[src/hdl/mptk_pkg.sv]
// Shared types, constants and helper functions for the PS/2 mouse packet tracker.
`default_nettype none

package mptk_pkg;

    localparam int MAX_SCREEN  = 8192;
    localparam int SIZE_W      = 14;
    localparam int COORD_W     = 13;
    localparam int BTN_W       = 3;
    localparam int CFG_IDX_W   = 2;
    localparam int QUEUE_DEPTH = 2;
    localparam int QUEUE_AW    = $clog2(QUEUE_DEPTH);
    localparam int QUEUE_CW    = $clog2(QUEUE_DEPTH + 1);

    localparam logic [7:0] SYNC_MASK     = 8'h08;
    localparam logic [7:0] OVERFLOW_MASK = 8'hC0;
    localparam logic [7:0] BUTTON_MASK   = 8'h07;

    localparam logic [CFG_IDX_W-1:0] CFG_SCREEN_WIDTH  = 2'd0;
    localparam logic [CFG_IDX_W-1:0] CFG_SCREEN_HEIGHT = 2'd1;

    localparam logic [SIZE_W-1:0]  RESET_WIDTH    = 14'd1024;
    localparam logic [SIZE_W-1:0]  RESET_HEIGHT   = 14'd768;
    localparam logic [COORD_W-1:0] RESET_CURSOR_X = 13'd512;
    localparam logic [COORD_W-1:0] RESET_CURSOR_Y = 13'd384;

    typedef struct packed {
        logic [7:0] data_byte;
        logic       clear_moved;
    } t_in_beat;

    typedef struct packed {
        logic               packet_done;
        logic [COORD_W-1:0] pos_x;
        logic [COORD_W-1:0] pos_y;
        logic [BTN_W-1:0]   button_bits;
        logic               moved_flag;
    } t_out_beat;

    typedef struct packed {
        logic                 we;
        logic [CFG_IDX_W-1:0] index;
        logic [SIZE_W-1:0]    data;
    } t_cfg_wr;

    typedef struct packed {
        logic             apply;
        logic [BTN_W-1:0] buttons;
        logic [7:0]       dx;
        logic [7:0]       dy;
        logic             clear_moved;
    } t_cmd;

    function automatic logic [SIZE_W-1:0] eff_size(input logic [SIZE_W-1:0] v);
        logic [SIZE_W-1:0] r;
        if (v == '0) begin
            r = SIZE_W'(1);
        end else if (v > SIZE_W'(MAX_SCREEN)) begin
            r = SIZE_W'(MAX_SCREEN);
        end else begin
            r = v;
        end
        return r;
    endfunction

    function automatic logic [COORD_W-1:0] clamp_coord(input logic [SIZE_W:0] v,
                                                       input logic [SIZE_W-1:0] size);
        logic [COORD_W-1:0] r;
        if (v[SIZE_W]) begin
            r = '0;
        end else if (v[SIZE_W-1:0] >= size) begin
            r = COORD_W'(size - SIZE_W'(1));
        end else begin
            r = v[COORD_W-1:0];
        end
        return r;
    endfunction

endpackage

`default_nettype wire

[src/hdl/mptk_front.sv]
// Front end: assembles mouse bytes into packets and issues one command per beat.
`default_nettype none

module mptk_front (
    input  wire logic             i_clk,
    input  wire logic             i_rst_n,
    input  wire logic             i_valid,
    input  wire logic             i_full,
    input  wire mptk_pkg::t_in_beat i_beat,
    output logic                  o_push,
    output mptk_pkg::t_cmd        o_cmd
);
    import mptk_pkg::*;

    localparam logic [1:0] POS_HEADER = 2'd0;
    localparam logic [1:0] POS_DX     = 2'd1;
    localparam logic [1:0] POS_DY     = 2'd2;

    logic [1:0] r_pos, n_pos;
    logic [7:0] r_hdr, n_hdr;
    logic [7:0] r_dx, n_dx;

    assign o_push = i_valid && !i_full;

    always_comb begin
        n_pos             = r_pos;
        n_hdr             = r_hdr;
        n_dx              = r_dx;
        o_cmd.apply       = 1'b0;
        o_cmd.buttons     = BTN_W'(r_hdr & BUTTON_MASK);
        o_cmd.dx          = r_dx;
        o_cmd.dy          = i_beat.data_byte;
        o_cmd.clear_moved = i_beat.clear_moved;
        case (r_pos)
            POS_HEADER: begin
                if ((i_beat.data_byte & SYNC_MASK) != 8'h00) begin
                    n_hdr = i_beat.data_byte;
                    n_pos = POS_DX;
                end
            end
            POS_DX: begin
                n_dx  = i_beat.data_byte;
                n_pos = POS_DY;
            end
            default: begin
                n_pos       = POS_HEADER;
                o_cmd.apply = (r_hdr & OVERFLOW_MASK) == 8'h00;
            end
        endcase
    end

    always_ff @(posedge i_clk) begin
        if (!i_rst_n) begin
            r_pos <= POS_HEADER;
            r_hdr <= 8'h00;
            r_dx  <= 8'h00;
        end else if (o_push) begin
            r_pos <= n_pos;
            r_hdr <= n_hdr;
            r_dx  <= n_dx;
        end
    end

endmodule

`default_nettype wire

[src/hdl/mptk_queue.sv]
// Short command queue between the packet front end and the cursor back end.
`default_nettype none

module mptk_queue (
    input  wire logic          i_clk,
    input  wire logic          i_rst_n,
    input  wire logic          i_push,
    input  wire mptk_pkg::t_cmd i_cmd,
    input  wire logic          i_pop,
    output logic               o_full,
    output logic               o_empty,
    output mptk_pkg::t_cmd     o_cmd
);
    import mptk_pkg::*;

    t_cmd                r_mem [QUEUE_DEPTH];
    logic [QUEUE_AW-1:0] r_wr_ptr, r_rd_ptr;
    logic [QUEUE_CW-1:0] r_count;

    assign o_full  = r_count == QUEUE_CW'(QUEUE_DEPTH);
    assign o_empty = r_count == '0;
    assign o_cmd   = r_mem[r_rd_ptr];

    function automatic logic [QUEUE_AW-1:0] bump(input logic [QUEUE_AW-1:0] p);
        logic [QUEUE_AW-1:0] r;
        if (p == QUEUE_AW'(QUEUE_DEPTH - 1)) begin
            r = '0;
        end else begin
            r = p + QUEUE_AW'(1);
        end
        return r;
    endfunction

    always_ff @(posedge i_clk) begin
        if (i_push) begin
            r_mem[r_wr_ptr] <= i_cmd;
        end
    end

    always_ff @(posedge i_clk) begin
        if (!i_rst_n) begin
            r_wr_ptr <= '0;
            r_rd_ptr <= '0;
            r_count  <= '0;
        end else begin
            if (i_push) begin
                r_wr_ptr <= bump(r_wr_ptr);
            end
            if (i_pop) begin
                r_rd_ptr <= bump(r_rd_ptr);
            end
            case ({i_push, i_pop})
                2'b10:   r_count <= r_count + QUEUE_CW'(1);
                2'b01:   r_count <= r_count - QUEUE_CW'(1);
                default: r_count <= r_count;
            endcase
        end
    end

`ifndef SYNTHESIS
    a_count_bound: assert property (@(posedge i_clk) disable iff (!i_rst_n)
        r_count <= QUEUE_CW'(QUEUE_DEPTH))
        else $error("queue count out of range");
    a_no_overrun: assert property (@(posedge i_clk) disable iff (!i_rst_n)
        !(i_push && o_full))
        else $error("push into full queue");
    a_no_underrun: assert property (@(posedge i_clk) disable iff (!i_rst_n)
        !(i_pop && o_empty))
        else $error("pop from empty queue");
`endif

endmodule

`default_nettype wire

[src/hdl/mptk_back.sv]
// Back end: applies packets to the cursor, holds the screen size and the output register.
`default_nettype none

module mptk_back (
    input  wire logic              i_clk,
    input  wire logic              i_rst_n,
    input  wire mptk_pkg::t_cfg_wr i_cfg,
    input  wire logic              i_empty,
    input  wire mptk_pkg::t_cmd    i_cmd,
    output logic                   o_pop,
    input  wire logic              i_stall,
    output logic                   o_valid,
    output mptk_pkg::t_out_beat    o_beat
);
    import mptk_pkg::*;

    logic [SIZE_W-1:0]  r_eff_w, r_eff_h;
    logic [COORD_W-1:0] r_cur_x, r_cur_y, n_cur_x, n_cur_y;
    logic [BTN_W-1:0]   r_btn, n_btn;
    logic               r_moved, n_moved;
    logic               r_out_valid;
    t_out_beat          r_out;
    logic [SIZE_W:0]    sum_x, sum_y;
    logic [COORD_W-1:0] clamp_x, clamp_y;
    logic               moved_base;

    assign o_pop   = !i_empty && (!r_out_valid || !i_stall);
    assign o_valid = r_out_valid;
    assign o_beat  = r_out;

    assign sum_x   = (SIZE_W + 1)'({2'b00, r_cur_x})
                   + (SIZE_W + 1)'({{(SIZE_W - 7){i_cmd.dx[7]}}, i_cmd.dx});
    assign sum_y   = (SIZE_W + 1)'({2'b00, r_cur_y})
                   - (SIZE_W + 1)'({{(SIZE_W - 7){i_cmd.dy[7]}}, i_cmd.dy});
    assign clamp_x = clamp_coord(sum_x, r_eff_w);
    assign clamp_y = clamp_coord(sum_y, r_eff_h);

    always_comb begin
        moved_base = i_cmd.clear_moved ? 1'b0 : r_moved;
        n_cur_x    = r_cur_x;
        n_cur_y    = r_cur_y;
        n_btn      = r_btn;
        n_moved    = moved_base;
        if (i_cmd.apply) begin
            n_cur_x = clamp_x;
            n_cur_y = clamp_y;
            n_btn   = i_cmd.buttons;
            n_moved = moved_base || (clamp_x != r_cur_x) || (clamp_y != r_cur_y)
                      || (i_cmd.buttons != r_btn);
        end
    end

    always_ff @(posedge i_clk) begin
        if (!i_rst_n) begin
            r_eff_w <= RESET_WIDTH;
            r_eff_h <= RESET_HEIGHT;
        end else if (i_cfg.we) begin
            case (i_cfg.index)
                CFG_SCREEN_WIDTH:  r_eff_w <= eff_size(i_cfg.data);
                CFG_SCREEN_HEIGHT: r_eff_h <= eff_size(i_cfg.data);
                default: ;
            endcase
        end
    end

    always_ff @(posedge i_clk) begin
        if (!i_rst_n) begin
            r_cur_x     <= RESET_CURSOR_X;
            r_cur_y     <= RESET_CURSOR_Y;
            r_btn       <= '0;
            r_moved     <= 1'b0;
            r_out_valid <= 1'b0;
        end else begin
            if (o_pop) begin
                r_cur_x     <= n_cur_x;
                r_cur_y     <= n_cur_y;
                r_btn       <= n_btn;
                r_moved     <= n_moved;
                r_out_valid <= 1'b1;
            end else if (!i_stall) begin
                r_out_valid <= 1'b0;
            end
        end
    end

    always_ff @(posedge i_clk) begin
        if (o_pop) begin
            r_out.packet_done <= i_cmd.apply;
            r_out.pos_x       <= n_cur_x;
            r_out.pos_y       <= n_cur_y;
            r_out.button_bits <= n_btn;
            r_out.moved_flag  <= n_moved;
        end
    end

`ifndef SYNTHESIS
    a_size_range: assert property (@(posedge i_clk) disable iff (!i_rst_n)
        r_eff_w != '0 && r_eff_h != '0
        && r_eff_w <= SIZE_W'(MAX_SCREEN) && r_eff_h <= SIZE_W'(MAX_SCREEN))
        else $error("effective screen size out of range");
    a_hold_cursor: assert property (@(posedge i_clk) disable iff (!i_rst_n)
        (o_pop && !i_cmd.apply) |=> (r_cur_x == $past(r_cur_x)
                                     && r_cur_y == $past(r_cur_y)
                                     && r_btn == $past(r_btn)))
        else $error("cursor changed without a completed packet");
    a_result_matches_state: assert property (@(posedge i_clk) disable iff (!i_rst_n)
        $past(o_pop) |-> (r_out.pos_x == r_cur_x && r_out.pos_y == r_cur_y
                          && r_out.moved_flag == r_moved))
        else $error("result beat disagrees with cursor state");
`endif

endmodule

`default_nettype wire

[src/hdl/ps2_mouse_packet_tracker_top.sv]
// Top level of the PS/2 mouse packet tracker: front end, command queue and back end.
// An accepted input beat goes into the command queue, then the back end's output register.
// Throughput: one input beat and one result beat per cycle when the output is not stalled.
// The two-entry command queue absorbs output stalls; input stalls once it is full.
// Reset is synchronous, active low: screen 1024 x 768, cursor (512, 384), buttons and
// the moved flag cleared, packet assembly waiting for a header byte, queue empty.
`default_nettype none

module ps2_mouse_packet_tracker_top (
    input  wire logic                              i_clk,
    input  wire logic                              i_rst_n,
    input  wire logic                              i_in_valid,
    output logic                                   o_in_stall,
    input  wire mptk_pkg::t_in_beat                i_in_beat,
    output logic                                   o_out_valid,
    input  wire logic                              i_out_stall,
    output mptk_pkg::t_out_beat                    o_out_beat,
    input  wire logic                              i_cfg_we,
    input  wire logic [mptk_pkg::CFG_IDX_W-1:0]    i_cfg_index,
    input  wire logic [mptk_pkg::SIZE_W-1:0]       i_cfg_data
);
    import mptk_pkg::*;

    logic    push, pop, full, empty;
    t_cmd    front_cmd, queue_cmd;
    t_cfg_wr cfg;

    assign o_in_stall = full;
    assign cfg.we     = i_cfg_we;
    assign cfg.index  = i_cfg_index;
    assign cfg.data   = i_cfg_data;

    mptk_front u_front (
        .i_clk   (i_clk),
        .i_rst_n (i_rst_n),
        .i_valid (i_in_valid),
        .i_full  (full),
        .i_beat  (i_in_beat),
        .o_push  (push),
        .o_cmd   (front_cmd)
    );

    mptk_queue u_queue (
        .i_clk   (i_clk),
        .i_rst_n (i_rst_n),
        .i_push  (push),
        .i_cmd   (front_cmd),
        .i_pop   (pop),
        .o_full  (full),
        .o_empty (empty),
        .o_cmd   (queue_cmd)
    );

    mptk_back u_back (
        .i_clk   (i_clk),
        .i_rst_n (i_rst_n),
        .i_cfg   (cfg),
        .i_empty (empty),
        .i_cmd   (queue_cmd),
        .o_pop   (pop),
        .i_stall (i_out_stall),
        .o_valid (o_out_valid),
        .o_beat  (o_out_beat)
    );

endmodule

`default_nettype wire

[config.mk]
export PLATFORM = sky130hd
export DESIGN_NAME = ps2_mouse_packet_tracker_top
export DESIGN_NICKNAME = d
export VERILOG_FILES = /design/src/hdl/mptk_pkg.sv /design/src/hdl/mptk_front.sv /design/src/hdl/mptk_queue.sv /design/src/hdl/mptk_back.sv /design/src/hdl/ps2_mouse_packet_tracker_top.sv
export SDC_FILE = /design/constraint.sdc
export NUM_CORES = 1
export LEC_CHECK = 0
export BUFFER_PORTS_ARGS = -buffer_cell sky130_fd_sc_hd__clkbuf_2
export CORE_MARGIN = 8
export CORE_UTILIZATION = 48
export DETAILED_ROUTE_END_ITERATION = 8
export GPL_TIMING_DRIVEN = 0
export PLACE_DENSITY_LB_ADDON = 0.3
export SETUP_SLACK_MARGIN = 0.1
export SLEW_MARGIN = 20
export SYNTH_ARGS = -nofsm -noshare
export SYNTH_HDL_FRONTEND = slang
export SYNTH_SLANG_ARGS = --single-unit
[constraint.sdc]
create_clock -name i_clk -period 12.5 [get_ports i_clk]
set_input_delay 1.25 -clock i_clk [delete_from_list [all_inputs] [get_ports i_clk]]
set_output_delay 1.25 -clock i_clk [all_outputs]
set_load 0.02 [all_outputs]
==> results by group <==
Run status
  • Status: completed

Timing
  • Worst-case clock skew: 0.01266 ns
  • Share of the cycle needed by the critical path after routing: 0.5961
  • Transition at the pin with the smallest max-transition slack: between 0.8 and 0.9 ns
  • Final Max Tran Viols: 0
  • Total negative setup slack: 0 ns
  • Shortest clock period the worst path allows after layout: about 7.5 ns
  • Number of hold violations in the final report: 0
  • RSZ-0062 raised after global routing: no
  • Fmax: ~130 MHz
  • Max transition margin: 0.4135
  • Number of endpoints failing setup at the final stage: 0

CTS
  • H-tree levels: 4
  • Clock tree from TritonCTS: built
  • Post-CTS clock slew at the launch and capture registers of the worst setup and hold paths: about 0.07 ns
  • # Post-CTS Setup Buffers: 0
  • Buffer type at the clock tree root: sky130_fd_sc_hd__clkbuf_16
  • Number of buffers between clock root and the deepest sink: 2
  • Clock Sink Count: ~150
  • Clock buffers created by TritonCTS: 17
  • Count of hold buffers inserted by post-cts repair: 0
  • Clock latency reported for the late side of the worst-skew pair: roughly 0.43 ns
  • Number of resized instances in the post-cts repair step: 0

Route
  • Drt initial violations: about 650
  • Antenna Violating Nets Remaining: 0
  • DR WL/cell: approximately 18 um
  • Post-route DRC violation count: 0
  • Ratio of routed vias to standard cells: 5.694
  • Vias: approximately 7.8k
  • Total Wirelength: 25.17 mm
  • Initial DRT Pass Iterations: 5

Logic synthesis
  • Portion of the post-synthesis area used by sequential elements: 0.4072
  • Most used flip-flop cell after synthesis: sky130_fd_sc_hd__dfxtp_1
  • Number of synthesized register bits: approximately 150
  • Cell taking the most area after synthesis: sky130_fd_sc_hd__edfxtp_1
  • Yosys synthesis warning count: 0
  • Cell variety after synth: between 70 and 80
  • Post-Syn Area per Cell: approximately 9.2 um^2
  • Fraction of post-synthesis cell area in the top cell type by area: 0.2366
  • Nets in the synthesized netlist: about 1.1k
  • Synth top area cells: sky130_fd_sc_hd__edfxtp_1, sky130_fd_sc_hd__dfxtp_1, sky130_fd_sc_hd__ha_1, sky130_fd_sc_hd__nand2_1, sky130_fd_sc_hd__xnor2_1
  • Cells after Synth: 1008
  • Share of flip-flops with an asynchronous set or reset after synthesis: 0
  • Number of flops mapped to enable cells by yosys: 73
  • Syn Std Cell Area: around 9300 um^2

Final layout
  • Total number of nets in the final design: 1182
  • Signed area change from the synthesized netlist to the final layout: 14.20%
  • FILL cells: between 1.5k and 2k
  • Final design area excluding fillers: about 11000 um^2
  • Ratio of cells with drive above 1 in the final layout: 0.1223
  • Post-route non-filler standard cell count: ~1.4k
  • Final antenna diode count: 0

Worst setup path
  • Critical-path cell list: buf_1, buf_1, mux2i_1, inv_1, ha_1, a21o_1, a22oi_1, o2111ai_1, nand3_1, a21oi_1, nor2_1, xnor2_1, ha_1, and4_1, a21oi_1, o221ai_1, nor2_1, a211oi_1, a2111o_1, nor4_1, nand4_1, nor4_2, o21ai_0
  • Startpoint type of the worst setup path: flip-flop
  • Arrival time at the worst endpoint: 7.58 ns
  • Required time of the critical path: 12.62 ns
  • Cell class contributing the biggest share of worst-path delay: compound AO/OA/AOI/OAI gates
  • Count of buffering cells on the critical path with inverters included: 3
  • Critical path's slowest cell: sky130_fd_sc_hd__buf_1
  • Setup crit end kind: flip-flop
  • Maximum fanout along the worst path: 10
  • Critical path's largest stage delay: 0.67 ns
  • Classification of the worst setup path: reg2reg

Floorplan
  • Die ar.: 24010 um^2
  • Effective utilization at floorplan: 0.4824
  • Core area: 19210 um^2
  • Site Rows: slightly above 50
  • Die width: about 150 um
  • Ports: 63
  • Die extent in y: about 150 um

Worst hold path
  • Worst hold path type: reg2reg

Global routing
  • Via count of the first global-routing pass: roughly 7.4k
  • GR Util All Layers: 0.2113
  • Maximum number of pins on one net before global-route repair: 23
  • Global-route wire length before repair: around 40 mm
  • Number of antenna violations at the first check in global routing: 1
  • Global route overflow: 0

Pwr
  • Flop pwr share: 0.230
  • Switching share of total power: 0.4816
  • Maximum resistive drop on vdd: approximately 0.15 mV
  • Relative contribution of the clock network to total power: 0.158
  • Cell-internal power: ~1.7 mW
  • Switching power summed over all nets: ~1.6 mW
  • Static Leakage: roughly 4.3 nW
  • Comb power frac: 0.612
  • Ratio of total power to cell area: ~320 nW/um^2

Placed design
  • Final weighted congestion in routability-driven placement: approximately 0.96
  • Total of buffers placed on input and output ports: just over 60
  • Post-detail-place hpwl: slightly below 20 mm
  • Cell count after placement: roughly 1.3k
  • Area post-placement: 9981 um^2

Job
  • MaxCap Viol Count: 0
-- final cells by class --
cell class | instances | area, um^2 | share of cell area
Multi-Input combinational cell | 754 | 5111 | 0.4830
Clock buffer | 17 | 425.4 | 0.04020
Timing Repair Buffer | 64 | 371.6 | 0.03511
Inverter | 69 | 259.0 | 0.02447
Clock inverter | 15 | 176.4 | 0.01667
Tap cell | 265 | 331.6 | 0.03133
Buffer | 33 | 133.9 | 0.01265
Sequential cell | 152 | 3774 | 0.3566
-- cell families after synthesis --
logic type                 Yosys count  share of synthesized area
and+or+nand+nor                    363                     0.1884
AOI/OAI and AO/OA                  235                     0.1811
DFF                                152                     0.4072
buffers and inverters              102                    0.04226
adders and majority gates           61                    0.08399
xor gates and xnor gates            57                    0.05387
muxes                               38                    0.04321
-- power groups by stage --
stage	combinational (mW)	clock [mW]	sequential, mW
finish	2.04	0.526	0.768
global route	2.24	0.552	0.783
CTS	2.02	0.531	0.767
detailed placement	2.00	0	0.776
global placement	1.93	0	0.777
floorplan	1.38	0	0.825
-- layout by cell type, fill, tap and decap left out, types with 11 or more instances in the layout --
cell type                   Yosys  final
sky130_fd_sc_hd__a21boi_0      45     45
sky130_fd_sc_hd__a21oi_1       40     40
sky130_fd_sc_hd__and2_1        12     12
sky130_fd_sc_hd__clkbuf_1      28     27
sky130_fd_sc_hd__clkbuf_16      0     17
sky130_fd_sc_hd__clkbuf_2       1     63
sky130_fd_sc_hd__dfxtp_1       79     79
sky130_fd_sc_hd__edfxtp_1      73     73
sky130_fd_sc_hd__ha_1          59     59
sky130_fd_sc_hd__inv_1         68     68
sky130_fd_sc_hd__mux2_2        16     16
sky130_fd_sc_hd__mux2i_1       22     22
sky130_fd_sc_hd__nand2_1      150    150
sky130_fd_sc_hd__nand3_1       35     35
sky130_fd_sc_hd__nand4_1       11     11
sky130_fd_sc_hd__nor2_1        56     54
sky130_fd_sc_hd__nor2b_1       17     17
sky130_fd_sc_hd__nor3_1        17     17
sky130_fd_sc_hd__nor3b_1       12     12
sky130_fd_sc_hd__nor4_1        13     13
sky130_fd_sc_hd__o211a_1       14     14
sky130_fd_sc_hd__o211ai_1      14     14
sky130_fd_sc_hd__o21ai_0       38     38
sky130_fd_sc_hd__xnor2_1       47     47
-- flip-flops by register name, indices dropped and copies added (netlist names), 3 cells and up, named ones only --
name and cells:
u_back.r_cur_x 13, u_queue.r_mem 42, u_back.o_beat 31, u_back.r_btn 3, u_back.r_eff_h 14, u_front.r_hdr 5
u_front.r_dx 8, u_back.r_eff_w 14, u_back.r_cur_y 13
-- path summary, 6_finish.rpt --
check,startpoint,to,slack (ns),cells after the start
setup / recovery,flip-flop,u_back.o_beat[0],5.05,23
hold / removal,u_front.r_dx[4],u_queue.r_mem[1][13],0.45,0
setup reg to reg,flip-flop,u_back.o_beat[0],5.05,23
hold reg to reg,u_front.r_dx[4],u_queue.r_mem[1][13],0.45,0
-- synthesized netlist by cell type, types with 9 or more instances --
cell	n
sky130_fd_sc_hd__a211oi_1	9
sky130_fd_sc_hd__a21o_1	10
sky130_fd_sc_hd__ha_1	59
sky130_fd_sc_hd__nor2_1	56
sky130_fd_sc_hd__xnor2_1	47
sky130_fd_sc_hd__dfxtp_1	79
sky130_fd_sc_hd__nor3_1	17
sky130_fd_sc_hd__xor2_1	10
sky130_fd_sc_hd__nor3b_1	12
sky130_fd_sc_hd__inv_1	68
sky130_fd_sc_hd__o211a_1	14
sky130_fd_sc_hd__a21boi_0	45
sky130_fd_sc_hd__o21ai_0	38
sky130_fd_sc_hd__mux2_2	16
sky130_fd_sc_hd__a21oi_1	40
sky130_fd_sc_hd__mux2i_1	22
sky130_fd_sc_hd__edfxtp_1	73
sky130_fd_sc_hd__clkbuf_1	28
sky130_fd_sc_hd__and2_1	12
sky130_fd_sc_hd__nand4_1	11
sky130_fd_sc_hd__nor4_1	13
sky130_fd_sc_hd__nand2_1	150
sky130_fd_sc_hd__nor2b_1	17
sky130_fd_sc_hd__o211ai_1	14
sky130_fd_sc_hd__nand3_1	35
-- per-stage QoR --
step	setup WS, ns	hold WS [ns]	total power [mW]	utilization
finish	5.048	0.4458	3.336	0.5510
global placement	5.314	0.4337	2.709	0.5156
floorplan	6.709	0.4253	2.201	-
global route	4.610	0.4613	3.574	0.5510
CTS	5.110	0.4515	3.315	0.5510
detailed placement	5.226	0.4433	2.775	0.5196
-- layer usage --
| layer | share of wire | global-route usage |
|---|---|---|
| met5 | 0.00052 | 0 |
| met4 | 0.023 | 0.07513 |
| met3 | 0.061 | 0.03634 |
| met2 | 0.48 | 0.3546 |
| met1 | 0.43 | 0.2689 |
No activity file was read; power rests on OpenSTA's default activity.
